==> src/sv/umcd_pkg.sv <==
// Shared constants, types and command/status structs of the univariate MCD estimator.
package umcd_pkg;

	localparam int MAX_SAMPLES = 64;
	localparam int AW      = $clog2(MAX_SAMPLES);
	localparam int CNT_W   = $clog2(MAX_SAMPLES + 1);
	localparam int VAL_W   = 16;
	localparam int SUM_W   = VAL_W + AW + 1;
	localparam int SQ_W    = 2 * VAL_W - 1 + AW;
	localparam int SCORE_W = SQ_W + CNT_W;
	localparam int FRAC_W  = 8;
	localparam int DIV_W   = SCORE_W + FRAC_W;
	localparam int DVR_W   = 2 * CNT_W;
	localparam int MEAN_W  = 24;
	localparam int VAR_W   = 39;
	localparam int H_MIN   = 2;

	typedef struct packed {
		logic signed [VAL_W-1:0] val;
		logic [AW-1:0]           idx;
	} entry_t;

	localparam int ENTRY_W = $bits(entry_t);

	typedef struct packed {
		logic             load;
		logic             we;
		logic             wr_new;
		logic [AW-1:0]    waddr;
		logic [AW-1:0]    wnew_idx;
		logic [AW-1:0]    raddr_a;
		logic [AW-1:0]    raddr_b;
		logic             acc_clr;
		logic             acc_add;
		logic             sl_add;
		logic             sc_mul;
		logic             sc_cmp;
		logic             sc_first;
		logic             div_start;
		logic             div_var;
		logic             take_mean;
		logic             take_var;
		logic             emit;
		logic             emit_err;
		logic             emit_last;
		logic [CNT_W-1:0] h;
	} cmd_t;

	typedef struct packed {
		logic gt;
		logic better;
		logic div_done;
	} stat_t;

endpackage

==> src/sv/umcd_ctrl.sv <==
// Controller: insertion sort, window scan, division and result sequencing.
module umcd_ctrl (
	input  logic                       clk,
	input  logic                       arst_n,
	input  logic                       start,
	input  logic                       last,
	output logic                       busy,
	input  logic                       cfg_valid,
	output logic                       cfg_ready,
	input  logic [umcd_pkg::CNT_W-1:0] cfg_data,
	output umcd_pkg::cmd_t             cmd,
	input  umcd_pkg::stat_t            stat
);
	import umcd_pkg::*;

	typedef enum logic [3:0] {
		IDLE, INS_RD, INS_CMP, FIN, ACC_RD, ACC_ADD, SC_MUL, SC_CMP,
		SL_RD, SL_ADD, DIV_M, DIV_MW, DIV_V, DIV_VW, EM_RD, EM_OUT
	} state_t;

	state_t           state_q;
	logic [CNT_W-1:0] h_q, count_q, n_q, i_q;
	logic [AW-1:0]    p_q, j_q, best_start_q;
	logic             last_q;
	logic             acc_done, scan_done, emit_done;

	assign cfg_ready = !busy;
	assign busy      = state_q != IDLE;
	assign acc_done  = (i_q + 1'b1) == h_q;
	assign scan_done = (CNT_W'(j_q) + h_q) == n_q;
	assign emit_done = (i_q + 1'b1) == h_q;

	always_ff @(posedge clk or negedge arst_n) begin
		if (!arst_n) begin
			state_q      <= IDLE;
			h_q          <= CNT_W'(H_MIN);
			count_q      <= '0;
			n_q          <= '0;
			i_q          <= '0;
			p_q          <= '0;
			j_q          <= '0;
			best_start_q <= '0;
			last_q       <= 1'b0;
		end else begin
			if (cfg_valid && cfg_ready) begin
				h_q <= (cfg_data < CNT_W'(H_MIN)) ? CNT_W'(H_MIN) : cfg_data;
			end
			unique case (state_q)
				IDLE: begin
					if (start) begin
						last_q  <= last;
						p_q     <= count_q[AW-1:0];
						state_q <= (count_q < CNT_W'(MAX_SAMPLES)) ? INS_RD : FIN;
					end
				end
				INS_RD: begin
					if (p_q == '0) begin
						count_q <= count_q + 1'b1;
						state_q <= FIN;
					end else begin
						state_q <= INS_CMP;
					end
				end
				INS_CMP: begin
					if (stat.gt) begin
						p_q     <= p_q - 1'b1;
						state_q <= INS_RD;
					end else begin
						count_q <= count_q + 1'b1;
						state_q <= FIN;
					end
				end
				FIN: begin
					if (!last_q) begin
						state_q <= IDLE;
					end else begin
						n_q     <= count_q;
						count_q <= '0;
						i_q     <= '0;
						j_q     <= '0;
						state_q <= (h_q > count_q) ? IDLE : ACC_RD;
					end
				end
				ACC_RD: state_q <= ACC_ADD;
				ACC_ADD: begin
					i_q     <= i_q + 1'b1;
					state_q <= acc_done ? SC_MUL : ACC_RD;
				end
				SC_MUL: state_q <= SC_CMP;
				SC_CMP: begin
					if (stat.better) begin
						best_start_q <= j_q;
					end
					state_q <= scan_done ? DIV_M : SL_RD;
				end
				SL_RD: begin
					j_q     <= j_q + 1'b1;
					state_q <= SL_ADD;
				end
				SL_ADD: state_q <= SC_MUL;
				DIV_M:  state_q <= DIV_MW;
				DIV_MW: begin
					if (stat.div_done) begin
						state_q <= DIV_V;
					end
				end
				DIV_V:  state_q <= DIV_VW;
				DIV_VW: begin
					if (stat.div_done) begin
						i_q     <= '0;
						state_q <= EM_RD;
					end
				end
				EM_RD: state_q <= EM_OUT;
				EM_OUT: begin
					i_q     <= i_q + 1'b1;
					state_q <= emit_done ? IDLE : EM_RD;
				end
				default: state_q <= IDLE;
			endcase
		end
	end

	always_comb begin
		cmd          = '0;
		cmd.h        = h_q;
		cmd.wnew_idx = count_q[AW-1:0];
		cmd.waddr    = p_q;
		cmd.raddr_a  = p_q - 1'b1;
		unique case (state_q)
			IDLE: cmd.load = start;
			INS_RD: begin
				if (p_q == '0) begin
					cmd.we     = 1'b1;
					cmd.wr_new = 1'b1;
				end
			end
			INS_CMP: begin
				cmd.we     = 1'b1;
				cmd.wr_new = !stat.gt;
			end
			FIN: begin
				cmd.acc_clr  = 1'b1;
				cmd.emit_err = last_q && (h_q > count_q);
			end
			ACC_RD:  cmd.raddr_a = i_q[AW-1:0];
			ACC_ADD: cmd.acc_add = 1'b1;
			SC_MUL:  cmd.sc_mul  = 1'b1;
			SC_CMP: begin
				cmd.sc_cmp   = 1'b1;
				cmd.sc_first = j_q == '0;
			end
			SL_RD: begin
				cmd.raddr_a = j_q;
				cmd.raddr_b = AW'(CNT_W'(j_q) + h_q);
			end
			SL_ADD: cmd.sl_add = 1'b1;
			DIV_M:  cmd.div_start = 1'b1;
			DIV_MW: cmd.take_mean = stat.div_done;
			DIV_V: begin
				cmd.div_start = 1'b1;
				cmd.div_var   = 1'b1;
			end
			DIV_VW: begin
				cmd.div_var  = 1'b1;
				cmd.take_var = stat.div_done;
			end
			EM_RD: cmd.raddr_a = best_start_q + i_q[AW-1:0];
			EM_OUT: begin
				cmd.emit      = 1'b1;
				cmd.emit_last = emit_done;
			end
			default: ;
		endcase
	end

	a_accept_busy: assert property (@(posedge clk) disable iff (!arst_n)
		(start && !busy) |=> busy)
		else $error("accepted word did not raise busy");

	a_div_done_wait: assert property (@(posedge clk) disable iff (!arst_n)
		stat.div_done |-> (state_q == DIV_MW || state_q == DIV_VW))
		else $error("divider finished outside a wait state");

	a_shift_nonzero: assert property (@(posedge clk) disable iff (!arst_n)
		(state_q == INS_CMP) |-> (p_q != '0))
		else $error("insertion compare at position zero");

	a_count_bound: assert property (@(posedge clk) disable iff (!arst_n)
		count_q <= CNT_W'(MAX_SAMPLES))
		else $error("sample count beyond store depth");

endmodule

==> config.mk <==
export PLATFORM = sky130hd
export DESIGN_NAME = umcd_ctrl
export DESIGN_NICKNAME = d
export VERILOG_FILES = /design/src/sv/umcd_pkg.sv /design/src/sv/umcd_ctrl.sv
export SDC_FILE = /design/constraint.sdc
export NUM_CORES = 1
export LEC_CHECK = 0
export BUFFER_PORTS_ARGS = -buffer_cell sky130_fd_sc_hd__buf_2
export CORE_ASPECT_RATIO = 0.6
export CORE_MARGIN = 4
export CORE_UTILIZATION = 50
export DETAILED_ROUTE_END_ITERATION = 16
export MAX_ROUTING_LAYER = met4
export PLACE_DENSITY = 0.72
export SLEW_MARGIN = 20
export SYNTH_ARGS = -nofsm -noshare
export SYNTH_HDL_FRONTEND = slang
export SYNTH_SLANG_ARGS = --single-unit
export TNS_END_PERCENT = 1
==> constraint.sdc <==
create_clock -name clk -period 2.26 [get_ports clk]
set_clock_uncertainty 0.05 [all_clocks]
set_input_delay 0.226 -clock clk [delete_from_list [all_inputs] [get_ports clk]]
set_output_delay 0.226 -clock clk [all_outputs]
set_load 0.02 [all_outputs]
==> out/summary.txt <==
Achievable Freq = 425 MHz
Crit Path Category = reg -> out
first-pass GRT wire length = 18300 µm
IO Pins = 64
final worst slack = -0.0928 ns
total clock buffers created by CTS = 5
max-slew violations = 0
FP Rows = 24
simple-gate area share of the yosys netlist = 0.209
synthesized area = 3760 µm²
GP Congestion = 0.937
vias = 3676
largest net degree at the start of global routing = 28
# fillers = 616
Synth top area share = 0.333
static leakage = 2.27 nW
synth top area cells = dfrtp_1 (33%), ha_1 (8.0%), nor2_1 (6.2%)
largest family of logic cells by synthesized area = simple AND/OR/NAND/NOR gates
Total Power = 0.00696 W
Hold Path Class = in -> reg
initial drt markers = 351
GRT overflow = 0
slew margin rel. = 0.565
worst path cell trace = ha_4 -> fa_2 -> a21o_1 -> a21oi_2 -> xnor2_1 -> nand2_1 -> o221ai_1 -> buf_4
Clk pin slew, worst setup/hold paths = 0.07 ns
Area growth, synth to finish = 26.1%
Synth Area in Compound Gates = 0.175
cell count after synthesis = 444
top_reg_cell synth = dfrtp_1
root buffer selected by CTS = clkbuf_16
Max stage delay on crit path = 0.44 ns
Nets = 578
average wire per standard cell = 18.0 µm
Yosys cell types = 49
Synthesized Nets = 485
Worst-Margin Slew = 0.653 ns
final hold vios = 0
PwrDens = 1470 nW/µm²
data required time of the worst path = 1.98 ns
Post-DRT Antenna Nets = 0
IR drop worst, VDD = 0.000782 V
Clock Latency Late Sink = 0.29 ns
Max Cap Viol = 0
syn avg cell area = 8.47 µm²
Post-synth ARST share = 1.00
CTS tree = built
ant diodes = 0
Final Cycle Share = 1.04
Final HPWL DP = 8860 µm
initial antenna violation count = 0
Period minus WS final = 2.35 ns
post-synth top area cell = dfrtp_1
overall routing resource usage = 0.270
I/O Buffers = 63
crit path max fanout = 4
xor-xnor portion of the synthesized cell area = 0.103
Hold WS = 0.112 ns
starting density of the core = 0.516
Die Wd = 120 µm
failing checks = negative setup slack
FF+latch count, synth = 51
CP arrival = 2.08 ns
RSZ-0062 raised after global routing = true
drt drc = 0
final wirelength = 11600 µm
EDFF count, synth = 0
cells on worst reg2reg path = 9
clk buf depth = 2
Clock Sinks = 51
die footprint = 9020 µm²
H-tree depth = 2
Vias per Instance = 5.73
vias in the first global route = 3417
Max stage delay cell, worst path = dfrtp_1
Synthesis Warnings = 0
ratio of cells with drive above 1 in the final layout = 0.273
crit end category = output port
register area share after synthesis = 0.340
chip height = 75.2 µm
Synth Area in Adders = 0.0905
drt pass-1 iters = 5
post-synthesis mux area share = 0.0406
status = finished with violations
critical path startpoint category = flip-flop
core footprint = 7300 µm²
most frequent cells in the layout = nor2_1 (59), buf_2 (56), nand2_1 (52)
final setup vio count = 7
hold path cells = 2
leading cell type in the layout, fill and taps excluded = nor2_1
## power by group
group | total [W] | switching (W) | internal, W
clock network | 0.000810 | 0.000338 | 0.000473
registers | 0.00164 | 0.000397 | 0.00124
logic | 0.00451 | 0.00260 | 0.00191
## final timing paths
check                        from              end  slack, ns
setup / recovery           i_q[0]          cmd[30]      -0.09
hold / removal               last           last_q       0.11
setup reg to reg           h_q[1]       state_q[1]       0.02
hold reg to reg            n_q[0]           n_q[0]       0.45
max in group asynchronous  arst_n       count_q[5]       1.15
min in group asynchronous  arst_n  best_start_q[4]       0.44
## layer usage
layer / routed length, µm / track usage / vias up
met3: 935 / 0.0578 / 17
li1: - / - / 1743
met4: 166 / 0.0698 / 0
met5: 0 / - / -
met1: 5570 / 0.394 / 1760
met2: 4900 / 0.378 / 156
## critical path: cells and delay by family (launching register included)
family                   cells  cell delay [ns]
AND/OR/NAND/NOR              1             0.07
XOR/XNOR                     1             0.12
flip-flops                   1             0.44
buffers and inverters        1             0.18
AO/OA/AOI/OAI                3             0.42
adder cells (fa/ha/maj)      2             0.56
## flip-flops by register name, indices dropped and copies added (netlist names)
signal	count
count_q	7
h_q	7
i_q	7
n_q	7
best_start_q	6
j_q	6
p_q	6
state_q	4
last_q	1
## cell type report
| type | count | area (µm²) | share of cell area |
|---|---|---|---|
| multi-input cells | 356 | 2400 | 0.507 |
| well taps | 104 | 130 | 0.0274 |
| repair buffers | 107 | 716 | 0.151 |
| flip-flops and latches | 51 | 1280 | 0.269 |
| clock buffers | 8 | 156 | 0.0330 |
| inverters | 16 | 60.1 | 0.0127 |
## logic make-up (layout without fill, tap and decap cells)
family,after synthesis,in the layout
xor gates and xnor gates,41,41
AOI/OAI and AO/OA,105,105
adders and majority gates,26,26
and+or+nand+nor,170,170
buffers and inverters,37,131
DFF,51,51
muxes,14,14
## per-stage QoR
stage | setup TNS, ns | cell area [µm²] | worst slack (ns) | util | cells
2_1_floorplan | -0.0276 | 3770 | -0.0141 | - | 444
3_3_place_gp | 0 | 4430 | 0.103 | 0.607 | 626
3_5_place_dp | 0 | 4430 | 0.0320 | 0.607 | 626
4_1_cts | -0.417 | 4700 | -0.0949 | 0.645 | 642
5_1_grt | -1.24 | 4750 | -0.180 | 0.650 | 642
6_report | -0.518 | 4750 | -0.0928 | 0.650 | 642
## Yosys cell counts (6+ instances only)
cell type	n
inv_1	16
a21oi_1	25
o22ai_1	6
clkbuf_1	12
and3_1	10
nand3_1	6
nor3_1	11
nor2_1	62
xor2_1	13
buf_4	6
nand2b_1	8
xnor2_1	26
ha_1	24
dfrtp_1	50
nand2_1	52
mux2_2	10
o21ai_0	37
## what timing repair did
action,in CTS,in global routing
hold buffers,1,0
pin swaps,8,4
setup buffers,7,0
endpoints found under the setup margin,7,15
endpoints found under the hold margin,25,0
resized for setup,20,9
Note: power is estimated with default switching activity, not from simulation.
